==> src/sv/rtp_pkg.sv <==
`timescale 1ns / 1ps
// ----------------------------------------------------------------------------
// rtp_pkg
// shared types, codes and constants of the repeating timer pool
// ----------------------------------------------------------------------------
package rtp_pkg;

   localparam int DEFAULT_NUM_TIMERS = 10;

   localparam int DELAY_W = 16;
   localparam int TAG_W   = 16;
   localparam int REPS_W  = 8;
   localparam int KIND_W  = 2;
   localparam int SLOT_W  = 4;

   // request opcodes
   localparam logic OP_TICK  = 1'b0;
   localparam logic OP_START = 1'b1;

   // result kinds
   localparam logic [KIND_W-1:0] KIND_ACCEPT = 2'd0;
   localparam logic [KIND_W-1:0] KIND_REJECT = 2'd1;
   localparam logic [KIND_W-1:0] KIND_EXPIRY = 2'd2;

   // one slot entry of the timer store
   typedef struct packed {
      logic [DELAY_W-1:0] ticks;
      logic [DELAY_W-1:0] interval;
      logic [TAG_W-1:0]   tag;
      logic [REPS_W-1:0]  reps;
   } slot_entry_type;

   // controller to datapath
   typedef struct packed {
      logic take_req;     // latch request fields
      logic idx_clear;
      logic idx_inc;
      logic mem_read;     // fetch entry at current index
      logic start_write;  // load free slot, push accept result
      logic push_reject;
      logic commit;       // write back counted entry, stage any expiry
      logic flush;        // push staged expiry as final result
   } dp_cmd_type;

   // datapath to controller
   typedef struct packed {
      logic cur_active;
      logic idx_last;
      logic expire;
      logic hold_valid;
      logic out_free;
   } dp_status_type;

endpackage

==> src/sv/rtp_ctrl.sv <==
`timescale 1ns / 1ps
// ----------------------------------------------------------------------------
// rtp_ctrl
// sequencer for start scans and tick sweeps over the timer slots
// ----------------------------------------------------------------------------
module rtp_ctrl (
   input  logic                   clock,
   input  logic                   reset,
   input  logic                   req_valid,
   input  logic                   req_opcode,
   output logic                   req_stall,
   input  rtp_pkg::dp_status_type status,
   output rtp_pkg::dp_cmd_type    cmd
);

   localparam logic [2:0] ST_IDLE  = 3'd0;
   localparam logic [2:0] ST_SCAN  = 3'd1;
   localparam logic [2:0] ST_ACPT  = 3'd2;
   localparam logic [2:0] ST_REJ   = 3'd3;
   localparam logic [2:0] ST_READ  = 3'd4;
   localparam logic [2:0] ST_PROC  = 3'd5;
   localparam logic [2:0] ST_FLUSH = 3'd6;

   logic [2:0] state_ff;
   logic [2:0] state_in;

   assign req_stall = (state_ff != ST_IDLE);

   always_comb begin
      state_in = state_ff;
      cmd      = '0;
      unique case (state_ff)
         ST_IDLE: begin
            if (req_valid) begin
               cmd.take_req  = 1'b1;
               cmd.idx_clear = 1'b1;
               state_in = (req_opcode == rtp_pkg::OP_START) ? ST_SCAN : ST_READ;
            end
         end
         ST_SCAN: begin
            if (!status.cur_active) begin
               state_in = ST_ACPT;
            end else if (status.idx_last) begin
               state_in = ST_REJ;
            end else begin
               cmd.idx_inc = 1'b1;
            end
         end
         ST_ACPT: begin
            if (status.out_free) begin
               cmd.start_write = 1'b1;
               state_in = ST_IDLE;
            end
         end
         ST_REJ: begin
            if (status.out_free) begin
               cmd.push_reject = 1'b1;
               state_in = ST_IDLE;
            end
         end
         ST_READ: begin
            if (status.cur_active) begin
               cmd.mem_read = 1'b1;
               state_in = ST_PROC;
            end else if (status.idx_last) begin
               state_in = ST_FLUSH;
            end else begin
               cmd.idx_inc = 1'b1;
            end
         end
         ST_PROC: begin
            // a new expiry pushes the staged one out, so wait for room
            if (!status.expire || !status.hold_valid || status.out_free) begin
               cmd.commit = 1'b1;
               if (status.idx_last) begin
                  state_in = ST_FLUSH;
               end else begin
                  cmd.idx_inc = 1'b1;
                  state_in = ST_READ;
               end
            end
         end
         ST_FLUSH: begin
            if (!status.hold_valid) begin
               state_in = ST_IDLE;
            end else if (status.out_free) begin
               cmd.flush = 1'b1;
               state_in = ST_IDLE;
            end
         end
         default: begin
            state_in = ST_IDLE;
         end
      endcase
   end

   always_ff @(posedge clock) begin
      if (reset) begin
         state_ff <= ST_IDLE;
      end else begin
         state_ff <= state_in;
      end
   end

endmodule

==> src/sv/rtp_datapath.sv <==
`timescale 1ns / 1ps
// ----------------------------------------------------------------------------
// rtp_datapath
// slot store, busy bits, slot index, staged expiry and result register
// ----------------------------------------------------------------------------
module rtp_datapath #(
   parameter int NUM_TIMERS = rtp_pkg::DEFAULT_NUM_TIMERS
) (
   input  logic                            clock,
   input  logic                            reset,
   input  rtp_pkg::dp_cmd_type             cmd,
   output rtp_pkg::dp_status_type          status,
   input  logic [rtp_pkg::DELAY_W-1:0]     req_delay,
   input  logic [rtp_pkg::TAG_W-1:0]       req_tag,
   input  logic [rtp_pkg::REPS_W-1:0]      req_repeat_count,
   output logic                            rsp_valid,
   input  logic                            rsp_stall,
   output logic [rtp_pkg::KIND_W-1:0]      rsp_kind,
   output logic [rtp_pkg::SLOT_W-1:0]      rsp_slot,
   output logic [rtp_pkg::TAG_W-1:0]       rsp_tag_out,
   output logic [rtp_pkg::REPS_W-1:0]      rsp_repeats_left,
   output logic                            rsp_last
);

   localparam int IDX_W = (NUM_TIMERS > 1) ? $clog2(NUM_TIMERS) : 1;
   localparam logic [IDX_W-1:0] IDX_MAX = IDX_W'(NUM_TIMERS - 1);

   // slot store
   rtp_pkg::slot_entry_type mem [NUM_TIMERS];
   rtp_pkg::slot_entry_type rd_ff;

   logic [NUM_TIMERS-1:0] active_ff, active_in;
   logic [IDX_W-1:0]      idx_ff, idx_in;

   logic [rtp_pkg::DELAY_W-1:0] delay_ff;
   logic [rtp_pkg::TAG_W-1:0]   tag_ff;
   logic [rtp_pkg::REPS_W-1:0]  reps_ff;

   // staged expiry
   logic                        hold_valid_ff, hold_valid_in;
   logic [rtp_pkg::SLOT_W-1:0]  hold_slot_ff;
   logic [rtp_pkg::TAG_W-1:0]   hold_tag_ff;
   logic [rtp_pkg::REPS_W-1:0]  hold_reps_ff;

   // result register
   logic                        out_valid_ff, out_valid_in;
   logic [rtp_pkg::KIND_W-1:0]  out_kind_ff, out_kind_in;
   logic [rtp_pkg::SLOT_W-1:0]  out_slot_ff, out_slot_in;
   logic [rtp_pkg::TAG_W-1:0]   out_tag_ff, out_tag_in;
   logic [rtp_pkg::REPS_W-1:0]  out_reps_ff, out_reps_in;
   logic                        out_last_ff, out_last_in;
   logic                        out_load;

   logic [IDX_W+rtp_pkg::SLOT_W-1:0] idx_ext;
   logic [rtp_pkg::SLOT_W-1:0]       cur_slot;

   logic [rtp_pkg::DELAY_W-1:0] ticks_dec;
   logic [rtp_pkg::REPS_W-1:0]  reps_dec;
   logic                        expire;
   logic                        release_slot;
   rtp_pkg::slot_entry_type     wr_entry;
   rtp_pkg::slot_entry_type     start_entry;

   assign idx_ext  = {{rtp_pkg::SLOT_W{1'b0}}, idx_ff};
   assign cur_slot = idx_ext[rtp_pkg::SLOT_W-1:0];

   // countdown of the fetched entry
   always_comb begin
      ticks_dec    = (rd_ff.ticks != '0) ? rd_ff.ticks - 1'b1 : '0;
      reps_dec     = (rd_ff.reps != '0) ? rd_ff.reps - 1'b1 : '0;
      expire       = (ticks_dec == '0);
      release_slot = expire && (reps_dec == '0);
      wr_entry          = rd_ff;
      wr_entry.ticks    = expire ? rd_ff.interval : ticks_dec;
      wr_entry.reps     = expire ? reps_dec : rd_ff.reps;
      start_entry.ticks    = delay_ff;
      start_entry.interval = delay_ff;
      start_entry.tag      = tag_ff;
      start_entry.reps     = reps_ff;
   end

   assign status.cur_active = active_ff[idx_ff];
   assign status.idx_last   = (idx_ff == IDX_MAX);
   assign status.expire     = expire;
   assign status.hold_valid = hold_valid_ff;
   assign status.out_free   = !out_valid_ff || !rsp_stall;

   always_comb begin
      idx_in = idx_ff;
      if (cmd.idx_clear) begin
         idx_in = '0;
      end else if (cmd.idx_inc) begin
         idx_in = idx_ff + 1'b1;
      end
   end

   always_comb begin
      active_in = active_ff;
      if (cmd.start_write) begin
         active_in[idx_ff] = 1'b1;
      end else if (cmd.commit && release_slot) begin
         active_in[idx_ff] = 1'b0;
      end
   end

   always_comb begin
      hold_valid_in = hold_valid_ff;
      if (cmd.commit && expire) begin
         hold_valid_in = 1'b1;
      end else if (cmd.flush) begin
         hold_valid_in = 1'b0;
      end
   end

   always_comb begin
      out_load    = 1'b1;
      out_kind_in = out_kind_ff;
      out_slot_in = out_slot_ff;
      out_tag_in  = out_tag_ff;
      out_reps_in = out_reps_ff;
      out_last_in = out_last_ff;
      priority if (cmd.start_write) begin
         out_kind_in = rtp_pkg::KIND_ACCEPT;
         out_slot_in = cur_slot;
         out_tag_in  = '0;
         out_reps_in = '0;
         out_last_in = 1'b1;
      end else if (cmd.push_reject) begin
         out_kind_in = rtp_pkg::KIND_REJECT;
         out_slot_in = '0;
         out_tag_in  = '0;
         out_reps_in = '0;
         out_last_in = 1'b1;
      end else if ((cmd.commit && expire && hold_valid_ff) || cmd.flush) begin
         out_kind_in = rtp_pkg::KIND_EXPIRY;
         out_slot_in = hold_slot_ff;
         out_tag_in  = hold_tag_ff;
         out_reps_in = hold_reps_ff;
         out_last_in = cmd.flush;
      end else begin
         out_load = 1'b0;
      end
      if (out_load) begin
         out_valid_in = 1'b1;
      end else if (!rsp_stall) begin
         out_valid_in = 1'b0;
      end else begin
         out_valid_in = out_valid_ff;
      end
   end

   // slot store: one write and one registered read per cycle
   always_ff @(posedge clock) begin
      if (cmd.start_write) begin
         mem[idx_ff] <= start_entry;
      end else if (cmd.commit) begin
         mem[idx_ff] <= wr_entry;
      end
      if (cmd.mem_read) begin
         rd_ff <= mem[idx_ff];
      end
   end

   always_ff @(posedge clock) begin
      if (reset) begin
         active_ff     <= '0;
         hold_valid_ff <= 1'b0;
         out_valid_ff  <= 1'b0;
      end else begin
         active_ff     <= active_in;
         hold_valid_ff <= hold_valid_in;
         out_valid_ff  <= out_valid_in;
      end
   end

   always_ff @(posedge clock) begin
      idx_ff      <= idx_in;
      out_kind_ff <= out_kind_in;
      out_slot_ff <= out_slot_in;
      out_tag_ff  <= out_tag_in;
      out_reps_ff <= out_reps_in;
      out_last_ff <= out_last_in;
      if (cmd.take_req) begin
         delay_ff <= req_delay;
         tag_ff   <= req_tag;
         reps_ff  <= req_repeat_count;
      end
      if (cmd.commit && expire) begin
         hold_slot_ff <= cur_slot;
         hold_tag_ff  <= rd_ff.tag;
         hold_reps_ff <= reps_dec;
      end
   end

   assign rsp_valid        = out_valid_ff;
   assign rsp_kind         = out_kind_ff;
   assign rsp_slot         = out_slot_ff;
   assign rsp_tag_out      = out_tag_ff;
   assign rsp_repeats_left = out_reps_ff;
   assign rsp_last         = out_last_ff;

endmodule

==> src/sv/repeating_timer_pool.sv <==
`timescale 1ns / 1ps
// ----------------------------------------------------------------------------
// repeating_timer_pool
// pool of countdown timers with one-shot and repeating modes
// ----------------------------------------------------------------------------
// usage
//   request channel (req_*): opcode start loads the lowest free slot with
//   delay, tag and repeat count; opcode tick counts every busy slot down
//   result channel (rsp_*): one accept or reject item per start, and one
//   expiry item per slot that runs out on a tick, in slot order; rsp_last
//   marks the final item of a request, a tick with no expiry gives none
// request handling
//   one request at a time; req_stall stays high until the request is done
//   start: scans busy bits one slot a cycle, from slot 0 up to the first free one
//   tick: visits every slot in order; a busy slot is read from the store,
//   then counted and written back, and a final flush step ends the sweep
// reset
//   synchronous; every slot is free and the result register is empty
// back-pressure
//   a result waits in the output register while rsp_stall is high; a tick
//   sweep pauses when a second expiry is ready and the stalled register is full
// ----------------------------------------------------------------------------
module repeating_timer_pool #(
   parameter int NUM_TIMERS = rtp_pkg::DEFAULT_NUM_TIMERS
) (
   input  logic                        clock,
   input  logic                        reset,
   // request channel
   input  logic                        req_valid,
   output logic                        req_stall,
   input  logic                        req_opcode,
   input  logic [rtp_pkg::DELAY_W-1:0] req_delay,
   input  logic [rtp_pkg::TAG_W-1:0]   req_tag,
   input  logic [rtp_pkg::REPS_W-1:0]  req_repeat_count,
   // result channel
   output logic                        rsp_valid,
   input  logic                        rsp_stall,
   output logic [rtp_pkg::KIND_W-1:0]  rsp_kind,
   output logic [rtp_pkg::SLOT_W-1:0]  rsp_slot,
   output logic [rtp_pkg::TAG_W-1:0]   rsp_tag_out,
   output logic [rtp_pkg::REPS_W-1:0]  rsp_repeats_left,
   output logic                        rsp_last
);

   // command and status between sequencer and datapath
   rtp_pkg::dp_cmd_type    cmd;
   rtp_pkg::dp_status_type status;

   // sequencer: start scan, tick sweep, final flush of staged expiry
   rtp_ctrl u_ctrl (
      .clock      (clock),
      .reset      (reset),
      .req_valid  (req_valid),
      .req_opcode (req_opcode),
      .req_stall  (req_stall),
      .status     (status),
      .cmd        (cmd)
   );

   // slot store, busy bits and result register
   rtp_datapath #(
      .NUM_TIMERS (NUM_TIMERS)
   ) u_datapath (
      .clock            (clock),
      .reset            (reset),
      .cmd              (cmd),
      .status           (status),
      .req_delay        (req_delay),
      .req_tag          (req_tag),
      .req_repeat_count (req_repeat_count),
      .rsp_valid        (rsp_valid),
      .rsp_stall        (rsp_stall),
      .rsp_kind         (rsp_kind),
      .rsp_slot         (rsp_slot),
      .rsp_tag_out      (rsp_tag_out),
      .rsp_repeats_left (rsp_repeats_left),
      .rsp_last         (rsp_last)
   );

endmodule

==> config.mk <==
export PLATFORM = sky130hd
export DESIGN_NAME = repeating_timer_pool
export DESIGN_NICKNAME = d
export VERILOG_FILES = /design/src/sv/rtp_pkg.sv /design/src/sv/rtp_ctrl.sv /design/src/sv/rtp_datapath.sv /design/src/sv/repeating_timer_pool.sv
export SDC_FILE = /design/constraint.sdc
export NUM_CORES = 1
export LEC_CHECK = 0
export ABC_AREA = 1
export CAP_MARGIN = 0
export CORE_AREA = 2 2 159 317
export CTS_BUF_LIST = sky130_fd_sc_hd__clkbuf_16
export DETAILED_ROUTE_END_ITERATION = 8
export DIE_AREA = 0 0 161 319
export DONT_BUFFER_PORTS = 1
export GPL_TIMING_DRIVEN = 0
export HOLD_SLACK_MARGIN = 0.02
export PLACE_DENSITY_LB_ADDON = 0.08
export SLEW_MARGIN = 20
export SYNTH_ARGS = -nofsm -noshare
export SYNTH_HDL_FRONTEND = slang
export SYNTH_HIERARCHICAL = 1
export SYNTH_SLANG_ARGS = --single-unit
==> constraint.sdc <==
create_clock -name clock -period 12.3 [get_ports clock]
set_input_delay 1.23 -clock clock [delete_from_list [all_inputs] [get_ports clock]]
set_output_delay 1.23 -clock clock [all_outputs]
set_load 0.02 [all_outputs]
# Word-level counts from Yosys, hierarchy flattened
# Memories as Yosys holds them, arrays and structs flattened. A register that Yosys moved wholly into a read port is not among the register bits.
# Index checks and enable logic that the tools add are counted.
[totals]
register_bits = 118
word_cells = 120
mem_bits_rw = 560
mem_count = 1
in_bits = 45
[op_classes]
muxes = 55
n_lt_le_gt_ge = 2
n_eq_ne = 12
reduce_logical = 26
n_addsub = 3
bitwise = 4
[mem_list]
columns = ["memory", "words", "word_bits", "read_ports", "rd_ports_with_merged_regs", "write_ports", "line_no", "source"]
rows = [
  ["u_datapath.mem", 10, 56, 1, 1, 1, "rtp_datapath.sv:29", "rtp_pkg::slot_entry_type mem [NUM_TIMERS];"],
]
[op_table]
columns = ["cell", "n"]
rows = [
  ["two-way mux 56 bit", 1],
  ["two-way mux 16 bit", 2],
  ["two-way mux 1 bit", 29],
  ["two-way mux 3 bit", 9],
  ["two-way mux 10 bit", 2],
  ["one-hot mux 3 bit (6 select lines)", 1],
  ["logical NOT 16 bit", 1],
  ["two-way mux 8 bit", 2],
  ["nonzero test 16 bit", 1],
  ["subtractor 16 x 1 -> 16 bit (second input constant)", 1],
  ["two-way mux 4 bit", 3],
  ["AND 10 bit", 1],
  ["inverter 10 bit", 1],
  ["OR 10 bit", 1],
  ["equality test 3 bit (second input constant)", 3],
  ["logical NOT 8 bit", 1],
  ["nonzero test 8 bit", 1],
  ["subtractor 8 x 1 -> 8 bit (second input constant)", 1],
  ["equality test 3 x 2 -> 1 bit (second input constant)", 2],
  ["two-way mux 2 bit", 3],
  ["nonzero test 2 bit", 3],
  ["nonzero test 3 bit", 2],
  ["logical AND 1 bit", 5],
  ["less-than comparator 4 x 5 -> 1 bit (second input constant)", 1],
  ["17 further kinds", 25],
]

# Longest topological paths before layout
[depth]
ltp_word = 15
ltp_mapped = 22
ltp_nobuf = 20

# Hierarchy
# Netlist, hierarchy kept.
[modules_own_cells]
columns = ["module", "seq_area_each_um2", "area_per_inst_um2", "cells_each", "n_inst"]
rows = [
  ["rtp_datapath", 21520.6, 28777.6, 2325, 1],
  ["rtp_ctrl", 60.1, 355.3, 67, 1],
]

# Worst setup path after synthesis
# Ideal clock, no wire load.
[synth_path]
path_kind = "reg-to-reg"
startpoint = "reg u_datapath/rd_ff[40] (netlist name)"
endpoint = "mem u_datapath/mem[8][0] in the netlist's numbering (enable)"
required_ns = 11.761
synth_period_minus_slack_ns = 6.721
stages_incl_launch_ff = 18
arrival_ns = 6.182
slack_ns = 5.579
path_buffers = 1
cell_sequence = "edfxtp_1 -> inv_1 -> ha_1 -> nand2_1 -> nor2_1 -> nand2_1 -> nand2_1 -> nand3_1 -> nand2_1 -> inv_1 -> nand4_1 -> inv_1 -> buf_4 -> nand2_1 -> nor2_1 -> nor3_1 -> nor2_1 -> nor3_1"
[synth_rtl]
columns = ["element", "line_no"]
rows = [
  ["to (decl)", "rtp_datapath.sv:29"],
]

==> flow_summary_export.csv <==
group,metric,value,unit
finish,drive_gt1_frac,0.0780,
clocking,cts.htree.levels,2,
finish,utilization,0.666,
clocking,cts_buffer_depth,3,
pwr,ir_drop,171,uV
global_routing,antenna_found_initial,0,
drt,vias,19097,
clocking,cts_tree,"done",
worst_setup_path,critPathMaxFanout,10,
global_routing,grtUsageTotal,0.287,
worst_setup_path,cp.required,12.59,ns
worst_setup_path,crit_arrival,5.70,ns
synthesis,yosysWarnings,6,
floorplanning,dieWidth,161,um
finish,final_cell_mix,"edfxtp_1 (688), nor2_1 (378), nand2_1 (355), o21ai_0 (316), clkbuf_1 (119)",
floorplanning,die_y,319,um
floorplanning,core,48900,um2
sta,finalCriticalPeriod,5.41,ns
finish,multi_input_area,6630,um2
drt,ant_nets,0,
synthesis,syn_area,29100,um2
floorplanning,start_util,0.595,
drt,dr.first_iter.drc_count,1879,
worst_setup_path,cp_slowest_cell,"o21ai_0",
synthesis,synth_nets,2443,
pwr,fin_total_pwr,6.60,mW
place,io_buffers,0,
clocking,insertion_delay,0.63,ns
drt,vias_per_cell,5.93,
clocking,cts_sinks,734,
sta,grt_setup_unrepaired,"false",
global_routing,top_usage_layer,"met2",
clocking,cts_resized,0,
finish,seqCellArea,21600,um2
sta,finalCritPeriodShare,0.440,
worst_setup_path,crit_type,"flop to flop",
global_routing,grt_pass1_vias,18428,
drt,wire_per_inst,22.8,um
place,pre_cts_slack,6.78,ns
clocking,cts_root_buf,"clkbuf_16",
synthesis,ys_seq_area_frac,0.741,
global_routing,grt_use_met3,0.0455,
worst_setup_path,cp-start-kind,"flop",
pwr,leakage,11.2,nW
sta,slew_viol_final,0,
finish,final_common_cell,"edfxtp_1",
synthesis,syn-instance-count,2392,
synthesis,ys_types,34,
global_routing,use_met2,0.487,
clocking,numCtsBuffers,60,
place,routabilityCongestion,0.925,
global_routing,gr-usage-met1,0.369,
run_status,status,"complete, no violations",
floorplanning,io_pins,78,
drt,wirelength,73400,um
clocking,post-cts-setup-buffers,0,
sta,max_freq,185,MHz
drt,dr.pass1.iters,6,
run,maxCapViolCount,0,
synthesis,synth_area_per_cell,12.2,um2
worst_setup_path,worstSetupEndpointType,"flop",
finish,antenna_cells,0,
sta,max_slew_margin,0.199,
global_routing,grt_max_degree,45,
sta,skew,0.0263,ns
place,dp_hpwl,51900,um
global_routing,grt_pass1_wl,110000,um
worst_setup_path,crit_path_max_incr_delay,0.92,ns
clocking,postCtsHoldBufs,0,
finish,area_growth,11.8,%
floorplanning,num_rows,115,
min_path,min_path_type,"flop to flop",
sta,fin_ws,6.89,ns
finish,nFillCells,3636,
finish,fin_nets,2578,
floorplanning,dieArea,51400,um2
sta,hold_viol_final,0,
sta,setup-tns-final,0,ns
worst_setup_path,worstPathCellList,"inv_1, ha_1, nand2_1, nor2_1, nand2_2, buf_6, nand3_1, nand3_1, nor2_1, nand4_1, inv_1, buf_4, nand2_1, nor2_1, nor3_1, inv_1, nor2_1, inv_1, clkbuf_1, clkbuf_1, o21ai_0",
synthesis,ys_ff_latch,734,
sta,setup_violations,0,
global_routing,grt_overflow,0,
clocking,clkTransAtPathRegs,0.07,ns
sta,worst_slew_pin_slew,1.20,ns
drt,drc,0,
pwr,powerDensity,203,nW/um2
Yosys cell counts (all sizes together):
cell type,number,share of area
buf,23,0.0047
nor2,385,0.050
edfxtp,688,0.71
xor2,4,0.0012
clkinv,3,0.00039
a21boi,1,0.00026
o221ai,2,0.00060
o21bai,3,0.00077
nor3,18,0.0033
nand4,13,0.0028
nand3,65,0.012
o211ai,57,0.015
ha,6,0.0026
clkbuf,119,0.015
a21oi,42,0.0075
a211oi,1,0.00026
nor4,3,0.00064
o22ai,114,0.024
or2,1,0.00021
inv,103,0.013
o21ai,337,0.058
nand2,358,0.046
dfxtp,46,0.032
report_power, final:
part | switching [mW] | internal [mW] | total, mW
combinational | 1.15 | 0.366 | 1.52
sequential | 0.0797 | 3.11 | 3.19
clock | 0.867 | 1.02 | 1.89
stage by stage:
| stage | hold slack (ns) | instances | instance area, um2 |
|---|---|---|---|
| after CTS | 0.451 | 3220 | 32600 |
| after floorplan | 0.427 | 2392 | 29100 |
| final | 0.451 | 3220 | 32600 |
| after detailed placement | 0.434 | 3108 | 30600 |
| after global placement | 0.434 | 3035 | 29900 |
| after global routing | 0.472 | 3220 | 32600 |
final cells by class:
type	instances	share of cell area
Buffer	142	0.0179
Tap cell	643	0.0247
Clock inverter	52	0.0135
Sequential cell	734	0.663
Inverter	106	0.0123
Multi-Input combinational cell	1410	0.204
Clock buffer	60	0.0461
Timing Repair Buffer	73	0.0192
worst max-delay path, delay by kind of cell (launching register included):
kind,cells,cell delay (ns)
and+or+nand+nor,11,2.13
buffers and inverters,8,1.44
AOI/OAI and AO/OA,1,0.92
DFF,1,0.32
adders and majority gates,1,0.24
registers in the layout (all words and copies together), names as in the netlist, 8 cells and up, named ones only:
| signal | count |
|---|---|
| u_datapath/tag_ff | 16 |
| u_datapath/mem | 560 |
| u_datapath/rsp_repeats_left | 8 |
| u_datapath/rsp_tag_out | 16 |
| u_datapath/hold_tag_ff | 16 |
| u_datapath/rd_ff | 56 |
| u_datapath/hold_reps_ff | 8 |
| u_datapath/reps_ff | 8 |
| u_datapath/delay_ff | 16 |
path summary, 6_finish.rpt:
kind,startpoint,end,slack [ns],depth (start not counted)
worst max-delay path,u_datapath/rd_ff[40],u_datapath/mem[8][53],6.89,21
worst min-delay path,u_datapath/rd_ff[10],u_datapath/hold_tag_ff[2],0.45,0
worst max register to register,u_datapath/rd_ff[40],u_datapath/mem[8][53],6.89,21
worst min register to register,u_datapath/rd_ff[10],u_datapath/hold_tag_ff[2],0.45,0
cells by family (layout without fill, tap and decap cells):
kind of cell	count (synthesis)	in the layout	share of synthesized area
AO/OA/AOI/OAI	557	557	0.106
XOR/XNOR	4	4	0.00120
adder cells (fa/ha/maj)	6	6	0.00258
buffers and inverters	248	433	0.0337
flip-flops	734	734	0.741
AND/OR/NAND/NOR	843	843	0.115
metal layers:
layer	vias to the layer above	wire length, um
met5	-	0
met4	0	3170
met3	176	5420
met2	844	36300
met1	9234	28400
li1	8843	-
(Power assumes the default switching activity.)
